==> config.mk <==
export PLATFORM = sky130hd
export DESIGN_NAME = rpcatb_ctrl
export DESIGN_NICKNAME = d
export VERILOG_FILES = /design/src/sv/rpcatb_pkg.sv /design/src/sv/rpcatb_ctrl.sv
export SDC_FILE = /design/constraint.sdc
export NUM_CORES = 1
export LEC_CHECK = 0
export BUFFER_PORTS_ARGS = -buffer_cell sky130_fd_sc_hd__buf_4
export CORE_AREA = 3 3 40 42
export CTS_CLUSTER_SIZE = 30
export DETAILED_ROUTE_END_ITERATION = 8
export DIE_AREA = 0 0 43 45
export PLACE_DENSITY = 0.41
export RECOVER_POWER = 25
export SETUP_SLACK_MARGIN = 0.2
export SYNTH_ARGS = -nofsm -noshare
export SYNTH_HDL_FRONTEND = slang
export SYNTH_SLANG_ARGS = --single-unit
==> constraint.sdc <==
create_clock -name clk -period 1.59 [get_ports clk]
set_input_delay 0.318 -clock clk [delete_from_list [all_inputs] [get_ports clk]]
set_output_delay 0.318 -clock clk [all_outputs]
set_load 0.03 [all_outputs]
==> src/sv/rpcatb_pkg.sv <==
// ----------------------------------------------------------------------------
// rpcatb_pkg
// Shared types and constants for the remote-call admission filter.
// ----------------------------------------------------------------------------
package rpcatb_pkg;

  // One token in unsigned Q16.16.
  localparam logic [31:0] ONE_TOKEN = 32'h0001_0000;
  localparam logic [31:0] SAT32     = 32'hFFFF_FFFF;

  typedef enum logic [1:0] {
    FUNC_REGISTER   = 2'd0,
    FUNC_UNREGISTER = 2'd1,
    FUNC_SET_RATE   = 2'd2,
    FUNC_RECEIVE    = 2'd3
  } func_t;

  typedef enum logic [2:0] {
    VERDICT_DELIVERED    = 3'd0,
    VERDICT_TOO_SHORT    = 3'd1,
    VERDICT_OVERSIZED    = 3'd2,
    VERDICT_NO_HANDLER   = 3'd3,
    VERDICT_AUTHORITY    = 3'd4,
    VERDICT_RATE_LIMITED = 3'd5,
    VERDICT_SETUP_DONE   = 3'd6
  } verdict_t;

  typedef enum logic [1:0] {
    ST_IDLE,
    ST_READ,
    ST_REFILL,
    ST_DONE
  } state_t;

  // Commands from the controller to the datapath.
  typedef struct packed {
    logic load;    // capture the item and read the tables
    logic check;   // run the receive checks and multiply
    logic refill;  // add, saturate and cap the tokens
    logic finish;  // write the tables back and present the result
  } cmd_t;

  // Status from the datapath to the controller.
  typedef struct packed {
    logic bucket_active;  // the bucket takes part in this item
  } status_t;

  // One bucket table entry.
  typedef struct packed {
    logic [31:0] rate;
    logic [31:0] capacity;
    logic [31:0] tokens;
    logic [31:0] last_time;
  } bucket_t;

endpackage

==> src/sv/rpcatb_ctrl.sv <==
// ----------------------------------------------------------------------------
// rpcatb_ctrl
// Sequencer that steps one item through read, check, refill and write-back.
// ----------------------------------------------------------------------------
module rpcatb_ctrl
  import rpcatb_pkg::*;
(
  input  logic    clk,
  input  logic    rst,
  input  logic    start,
  input  status_t status,
  output logic    busy,
  output cmd_t    cmd
);

  state_t state;
  state_t state_next;

  always_ff @(posedge clk) begin
    if (rst) begin
      state <= ST_IDLE;
    end else begin
      state <= state_next;
    end
  end

  always_comb begin
    state_next = state;
    cmd        = '0;
    busy       = 1'b1;
    unique case (state)
      ST_IDLE: begin
        busy = 1'b0;
        if (start) begin
          cmd.load   = 1'b1;
          state_next = ST_READ;
        end
      end
      ST_READ: begin
        cmd.check = 1'b1;
        // Only items that reach an active bucket need the refill step.
        if (status.bucket_active) begin
          state_next = ST_REFILL;
        end else begin
          state_next = ST_DONE;
        end
      end
      ST_REFILL: begin
        cmd.refill = 1'b1;
        state_next = ST_DONE;
      end
      ST_DONE: begin
        cmd.finish = 1'b1;
        state_next = ST_IDLE;
      end
      default: begin
        state_next = ST_IDLE;
      end
    endcase
  end

endmodule

# Yosys cells after proc, flatten, opt, wreduce, memory -nomap -nowiden
# Cells that the tools add are included.
[totals]
regBits = 2
inputBits = 4
out_inout_bits = 5
wordCells = 15
[op_classes]
n_eq_ne = 4
n_mux = 9
n_reduce_logical = 1
[op_table]
columns = ["cell", "n"]
rows = [
  ["2-bit case mux with 4 select lines", 1],
  ["1-bit 2-to-1 mux", 7],
  ["2-bit equality test, second input constant", 2],
  ["2-bit by 1-bit equality test with 1-bit output, second input constant", 1],
  ["2-bit zero test", 1],
  ["2-bit 2-to-1 mux", 1],
  ["2-bit != test, second input constant", 1],
]

# Depth between registers and ports, before layout
# Gate-level depths: netlist of run 1.
[depth]
ltp_word = 2
ltp_mapped = 5
ltp_nobuf = 5

# Worst setup path before layout of run 1
# Ideal clock, no wire load.
[synth_path]
path_kind = "register -> register"
startpoint = "reg state[1]"
endpoint = "reg state[0]"
arrival_time_ns = 1.165
slack_ns = 0.330
stages_incl_launch_ff = 6
synth_period_minus_slack_ns = 1.260
path_cell_list = "dfxtp_1 -> inv_1 -> ha_1 -> nor2b_1 -> nor3_1 -> a221oi_1"
[synth_between]
elab_chain_cells = 2
[synth_lines]
columns = ["item", "line", "source"]
rows = [
  ["start, declared", "rpcatb_ctrl.sv:16", "state_t state;"],
  ["start signal, assigned", "rpcatb_ctrl.sv:23", "state <= state_next;"],
  ["2-bit equality test, or another cell as far along", "rpcatb_ctrl.sv:31", "unique case (state)"],
  ["2-bit case mux with 4 select lines / 2-bit != test (equally long branches)", "--", ""],
]
# Parallel ways exist; a longest one is shown, timed or not.
# A chain may end at the register's enable or synchronous reset.

==> results of run 1 <==
==> layout make-up <==
cell class	instances	area, sq um
flip-flops and latches	2	41.3
repair buffers	11	86.3
inverters	3	13.8
clock buffers	3	22.5
multi-input cells	13	129
well taps	15	18.8
fillers	136	973
==> worst reg2reg max path, delay by kind of cell (launching register included) <==
family          cells  cell delay (ns)
flops               1             0.34
buf+inv             1             0.07
fa+ha+maj           1             0.16
simple gates        1             0.13
compound gates      2             0.36
==> worst min path at each step <==
stage / start / end / slack, ns
floorplan: rst / state[1] / 0.39
global placement: rst / state[1] / 0.49
detailed placement: rst / state[1] / 0.50
CTS: rst / state[1] / 0.25
global route: rst / state[1] / 0.26
finish: rst / state[0] / 0.26
==> cell usage in the layout (no fill, tap or decap) <==
master	count
buf_6	1
ha_4	1
inv_2	1
nor2_1	1
a221oi_1	1
o21ai_1	1
ha_1	4
nor2b_1	1
dfxtp_2	1
and2_4	1
nand2b_1	1
clkbuf_4	3
buf_4	10
nor3_1	1
inv_4	1
mux2i_1	1
inv_1	1
dfxtp_1	1
==> cell families after synthesis <==
group                    synth area share (%)
AO/OA/AOI/OAI                            8.27
multiplexers                             6.02
AND/OR/NAND/NOR                          17.3
flip-flops                               24.1
adder cells (fa/ha/maj)                  37.6
buffers and inverters                    6.77
==> where the power goes <==
part	internal, W	total (W)	switching, W
Clock	0.0000832	0.000111	0.0000278
Combinational	0.000209	0.000455	0.000245
Sequential	0.0000757	0.0000953	0.0000196
==> timing repair <==
item | in CTS | in global routing
cloned | 0 | 0
setup buffers | 3 | 0
endpoints found under the setup margin | 4 | 1
gates resized for setup | 9 | 0
endpoints found under the hold margin | 0 | 0
pin swaps | 0 | 2
==> stage by stage <==
| stage | instances | utilization (%) | total power (W) | worst slack [ns] |
|---|---|---|---|---|
| after floorplan | 18 | - | 0.000353 | 0.330 |
| after global placement | 41 | 19.1 | 0.000450 | 0.241 |
| after detailed placement | 41 | 19.1 | 0.000456 | 0.222 |
| after CTS | 47 | 24.3 | 0.000676 | 0.221 |
| after global routing | 47 | 24.2 | 0.000721 | 0.164 |
| final | 47 | 24.2 | 0.000661 | 0.217 |
==> cell usage after synthesis, drive strengths merged <==
library cell | instances | area, sq um
a221oi | 1 | 8.76
ha | 5 | 62.6
dfxtp | 2 | 40.0
o21ai | 1 | 5.00
nor2 | 1 | 3.75
nor2b | 1 | 6.26
mux2i | 1 | 10.0
and2 | 1 | 7.51
nand2b | 1 | 6.26
nor3 | 1 | 5.00
inv | 3 | 11.3
==> routing by layer <==
layer | wire, microns | track usage [%] | up-vias | share of wire (%)
met5 | 0 | 0 | - | 0
met4 | 0 | 3.61 | 0 | 0
met3 | 65 | 4.38 | 0 | 17
met2 | 134 | 5.99 | 9 | 36
met1 | 174 | 5.04 | 72 | 47
li1 | - | - | 86 | -
==> impl_metrics.tcl, run 1 <==
set metrics [dict create \
    path_clk_slew_ns 0.03 \
    fin_crit_ns 1.37 \
    cp-startpoint "state[1]" \
    overflow 0 \
    path_depth 4 \
    yosysSeqAreaShare_pct 24.1 \
    cts_buffer_depth 2 \
    syn_nets 27 \
    clkSinkCount 2 \
    ys_ff_latch 2 \
    via_per_inst 3.55 \
    postPlaceCellArea_sq_um 245 \
    ios 9 \
    rsz0062_at_grt "false" \
    grt_pass1_wl_microns 648 \
    largest_reg_flops 2 \
    cp.arrival_ns 1.06 \
    crit_chain "inv_2 -> ha_4 -> and2_4 -> buf_6" \
    gp_congestion 0.632 \
    crit_slowest_cell "dfxtp_1" \
    holdWs_ns 0.265 \
    reg_top3 "state (2)" \
    cpPeakStageDelay_ns 0.34 \
    clockRootBuffer "clkbuf_4" \
    grt_pass1_vias 162 \
    dr.first_iter.drc_count 3 \
    largest_register "state" \
    crit_fanout 3 \
    cts_tree "done" \
    rows 13 \
    crit_buf_inv 2 \
    r2r-end "state[0]" \
    htree_levels 1 \
    ctsHoldBuffers 0 \
    syn_avg_cell_area_sq_um 9.25 \
    cp_top_family "flip-flops" \
    rrSetupSlack_ns 0.42 \
    cp-start-kind "flip-flop" \
    clock_skew_ns 0.00131 \
    area_delta_synth_final_pct 87.2 \
    yosys_warnings 0 \
    final_area_sq_um 312 \
    vdd_drop_max_v 0.000634 \
    nets 43 \
    ys_types 11 \
    grt_max_degree 5 \
    drc 0 \
    cp-endpoint "cmd[3]" \
    ant_nets 0 \
    die_h_microns 45 \
    outcome "complete, no violations" \
    drt-pass1-iter-count 4 \
    rr_worst_depth 5 \
    clk_latency_ns 0.22 \
    required_ns 1.27 \
    worst_pin_slew_ns 0.216 \
    hold_depth 2 \
    r2r-start "state[1]" \
    relSlewSlack_pct 85.6 \
    power_density_nw_per_um2 2120 \
    core-area_sq_um 1280 \
    drv_cap 0 \
    drive_above_1_share_pct 59.4 \
    period_share_pct 86.4 \
    die_area_sq_um 1940 \
    hp-class "in -> reg" \
    syn_area_sq_um 166 \
    syn_inst 18 \
    vias 167 \
    worstSetupEndpointType "primary output" \
    grtUsageTotal_pct 4.82 \
    cts_buffers 3 \
    routed_wl_microns 373 \
    avgRoutedWirePerCell_microns 7.94 \
    antenna_found_initial 0 \
    setup_violations 0 \
    drv_slew 0 \
    p_leak_nw 0.160 \
    die_w_microns 43 \
    initial_utilization_pct 13.0 \
    path_class "reg -> out" \
    antenna_cells 0 \
    hold_viol 0 \
    portBuffers 8 \
    clock.fmax_mhz 728 \
    setup-tns-final_ns 0 \
]
No activity file was read; power rests on OpenSTA's default activity.
==> inputs of run 2 (changes only) <==
Settings changed: PLACE_DENSITY 0.41 to not set.
==> impl_metrics.tcl, run 2 (synthesis gave the netlist of run 1 again) <==
set metrics [dict create \
    outcome "complete, no violations" \
    antenna_found_initial 0 \
    final_cell_mix "buf_4 (8), ha_1 (4), clkbuf_4 (3), buf_6 (3)" \
    dr.first_iter.drc_count 1 \
    vdd_drop_max_v 0.000326 \
    routed_wl_microns 414 \
    crit_fanout 3 \
    period_share_pct 87.0 \
    setup-tns-final_ns 0 \
    vias 173 \
    preCtsSetupSlack_ns 0.228 \
    worst_pin_slew_ns 0.267 \
    path_class "reg -> out" \
    cts_buffer_depth 2 \
    die_w_microns 43 \
    rows 13 \
    setup_violations 0 \
    clkSinkCount 2 \
    clock_skew_ns 0.00116 \
    layout.cells.non_filler 47 \
    htree_levels 1 \
    timing.final.ws_setup_ns 0.206 \
    antenna_cells 0 \
    final_common_cell "buf_4" \
    area_delta_synth_final_pct 91.7 \
    ios 9 \
    ctsHoldBuffers 0 \
    largest_reg_flops 2 \
    path_clk_slew_ns 0.03 \
    nets 43 \
    die_h_microns 45 \
    drv_slew 0 \
    clk_latency_ns 0.23 \
    cts_tree "done" \
    drt-pass1-iter-count 2 \
    regArea_sq_um 41.3 \
    portBuffers 8 \
    p_leak_nw 0.162 \
    largest_register "state" \
    drc 0 \
    relSlewSlack_pct 82.2 \
    cts_buffers 3 \
    die_area_sq_um 1940 \
    dpl.cell_count 41 \
    clock.fmax_mhz 723 \
    gp_congestion 0.649 \
    ant_nets 0 \
    cp-start-kind "flip-flop" \
    required_ns 1.27 \
    multi_input_area_sq_um 129 \
    core-area_sq_um 1280 \
    overflow 0 \
    nFillCells 144 \
    initial_utilization_pct 13.0 \
    cp.arrival_ns 1.07 \
    drv_cap 0 \
    worstSetupEndpointType "primary output" \
    reg_top3 "state (2)" \
    power_density_nw_per_um2 2140 \
    hold_viol 0 \
    drive_above_1_share_pct 59.4 \
    grt_max_degree 5 \
    fin_crit_ns 1.38 \
    via_per_inst 3.68 \
    avgRoutedWirePerCell_microns 8.81 \
    grt_pass1_wl_microns 607 \
    clockRootBuffer "clkbuf_4" \
    rsz0062_at_grt "true" \
    utilization_pct 24.8 \
    hp-class "in -> reg" \
    grtUsageTotal_pct 5.16 \
    grt_pass1_vias 173 \
]
-- run 2: cell counts in the layout (fill, tap and decap cells not counted) --
No cell type changed its count.
-- run 2: path summary, 6_finish.rpt --
path	from	end	slack (ns)	cells after the start
max	state[0]	cmd[3]	0.21	4
max reg2reg	state[0]	state[0]	0.37	5
min reg2reg	state[1]	state[1]	0.62	3
min	rst	state[1]	0.25	2
-- run 2: area by class of cell --
class,count,area share (%)
Multi-Input combinational cell,13,40.4
Timing Repair Buffer,11,29.4
Sequential cell,2,12.9
Clock buffer,3,7.06
Tap cell,15,5.88
Inverter,3,4.31
-- run 2: metal layers --
layer / GRT usage [%] / up-vias / wire length, microns
li1: - / 87 / -
met1: 3.37 / 76 / 129
met2: 8.98 / 8 / 221
met3: 2.39 / 2 / 47
met4: 7.23 / 0 / 16
met5: 0 / - / 0
-- run 2: power by group --
part / switching, W / internal [W] / total (W)
registers: 0.0000183 / 0.0000752 / 0.0000934
logic: 0.000249 / 0.000222 / 0.000471
clock network: 0.0000341 / 0.0000838 / 0.000118
total: 0.000301 / 0.000381 / 0.000682
-- run 2: worst max-delay path, cell delays in order (launching register included) --
cell     delay [ns]
dfxtp_1        0.37
inv_4          0.06
ha_4           0.16
and2_4         0.13
buf_6          0.13
-- run 2: through the flow --
step	power, W	hold WS (ns)	cell area, sq um
finish	0.000682	0.250	319
global route	0.000745	0.257	319
CTS	0.000674	0.245	313
detailed placement	0.000451	0.496	245
global placement	0.000448	0.496	245
floorplan	0.000353	0.390	166
-- run 2: timing repair --
item / CTS / global route
setup buffers: 3 / 0
endpoints found under the setup margin: 3 / 3
pin swaps: 0 / 2
endpoints found under the hold margin: 0 / 0
resized for setup: 9 / 2
==> inputs of run 3 (changes only) <==
Settings changed: GPL_TIMING_DRIVEN set to 0.
==> impl_metrics.tcl, run 3 (synthesis gave the netlist of run 1 again) <==
set metrics [dict create \
    outcome "complete, no violations" \
    clockRootBuffer "clkbuf_4" \
    met2_length_microns 254 \
    drive_above_1_share_pct 60.6 \
    multi_input_area_sq_um 129 \
    grt_max_degree 5 \
    crit_chain "inv_4 -> ha_4 -> and2_4 -> buf_6" \
    die_h_microns 45 \
    via_per_inst 3.71 \
    wl_met3_microns 47 \
    overflow 0 \
    ios 9 \
    rsz0062_at_grt "false" \
    area_delta_synth_final_pct 95.5 \
    die_w_microns 43 \
    cts_buffers 3 \
    grtUsageTotal_pct 5.57 \
    portBuffers 8 \
    nFillCells 142 \
    setup_violations 0 \
    rrSetupSlack_ns 0.34 \
    grt_pass1_vias 179 \
    ctsHoldBuffers 0 \
    reg_top3 "state (2)" \
    initial_utilization_pct 13.0 \
    worstSetupEndpointType "primary output" \
    hold_depth 2 \
    path_clk_slew_ns 0.03 \
    crit_fanout 3 \
    p_leak_nw 0.166 \
    cpPeakStageDelay_ns 0.36 \
    clock.fmax_mhz 724 \
    vias 178 \
    clock_skew_ns 0.00349 \
    drc 0 \
    required_ns 1.27 \
    ant_nets 0 \
    rows 13 \
    dr.first_iter.drc_count 2 \
    hp-class "in -> reg" \
    die_area_sq_um 1940 \
    path_class "reg -> out" \
    highest_layer "met4" \
    drt-pass1-iter-count 2 \
    fin_crit_ns 1.38 \
    final_cell_mix "buf_4 (10), ha_1 (4), clkbuf_4 (3), inv_4 (2), buf_6 (2)" \
    gp_congestion 0.644 \
    layout.cells.non_filler 48 \
    nets 44 \
    period_share_pct 86.8 \
    hold_viol 0 \
    crit_slowest_cell "dfxtp_1" \
    worst_pin_slew_ns 0.268 \
    r2r-start "state[0]" \
    clkSinkCount 2 \
    regArea_sq_um 41.3 \
    cts_buffer_depth 2 \
    avgRoutedWirePerCell_microns 9.17 \
    dp_hpwl_microns 248 \
    cts_tree "done" \
    clk_latency_ns 0.23 \
    drv_cap 0 \
    p_total_w 0.000706 \
    antenna_found_initial 0 \
    setup-tns-final_ns 0 \
    largest_reg_flops 2 \
    drv_slew 0 \
    antenna_cells 0 \
    min_to "state[1]" \
    largest_register "state" \
    min_from "rst" \
    dpl.cell_count 41 \
    routed_wl_microns 440 \
    utilization_pct 25.3 \
    htree_levels 1 \
    power_density_nw_per_um2 2170 \
    relSlewSlack_pct 82.1 \
    core-area_sq_um 1280 \
    final_common_cell "buf_4" \
    r2r-end "state[0]" \
    rr_worst_depth 6 \
    cp.arrival_ns 1.06 \
    vdd_drop_max_v 0.000338 \
    cp-start-kind "flip-flop" \
    grt_pass1_wl_microns 676 \
    drt-met1-wl_microns 133 \
]
[run 3: cell types whose count changed in the layout (fill, tap and decap cells not counted)]
cell   delta
buf_4     +2
inv_4     +1
inv_2     -1
buf_6     -1
[run 3: metrics by stage]
stage,hold slack [ns],area [sq um],setup slack (ns)
2_1_floorplan,0.390,166,0.330
3_3_place_gp,0.496,245,0.231
3_5_place_dp,0.496,245,0.225
4_1_cts,0.247,313,0.223
5_1_grt,0.268,325,0.156
6_report,0.265,325,0.209
[run 3: repair_timing]
item,4_1_cts,5_1_grt
setup endpoints to repair,3,2
resized for setup,9,2
pin swaps,0,2
buffers inserted,3,1
cloned,0,0
[run 3: worst max-delay path by stage]
stage / from / to
final: state[1] / cmd[3]
after global routing: state[1] / cmd[3]
after CTS: state[0] / cmd[2]
after detailed placement: state[1] / cmd[3]
after global placement: state[1] / cmd[3]
after floorplan: state[1] / state[0]
[run 3: power breakdown]
group | internal [W] | total [W] | switching (W)
Sequential | 0.0000757 | 0.0000970 | 0.0000213
Clock | 0.0000836 | 0.000115 | 0.0000317
Combinational | 0.000237 | 0.000493 | 0.000257
Total | 0.000396 | 0.000706 | 0.000310
[run 3: area by class of cell]
type | count | share of cell area, %
multi-input combinational | 13 | 39.6
timing repair buffer | 12 | 30.0
sequential | 2 | 12.7
clock buffer | 3 | 6.92
tap | 15 | 5.77
inverter | 3 | 5.00
[run 3: critical path, delay by kind of cell, from the launching register on]
kind,cells,cell delay (ns)
DFF,1,0.36
adders and majority gates,1,0.16
buffers and inverters,2,0.19
and+or+nand+nor,1,0.13
[run 3: layer usage]
metal,vias to the layer above,global-route usage [%]
met5,-,0
met4,0,9.04
met3,2,2.39
met2,6,8.38
met1,81,4.32
li1,89,-
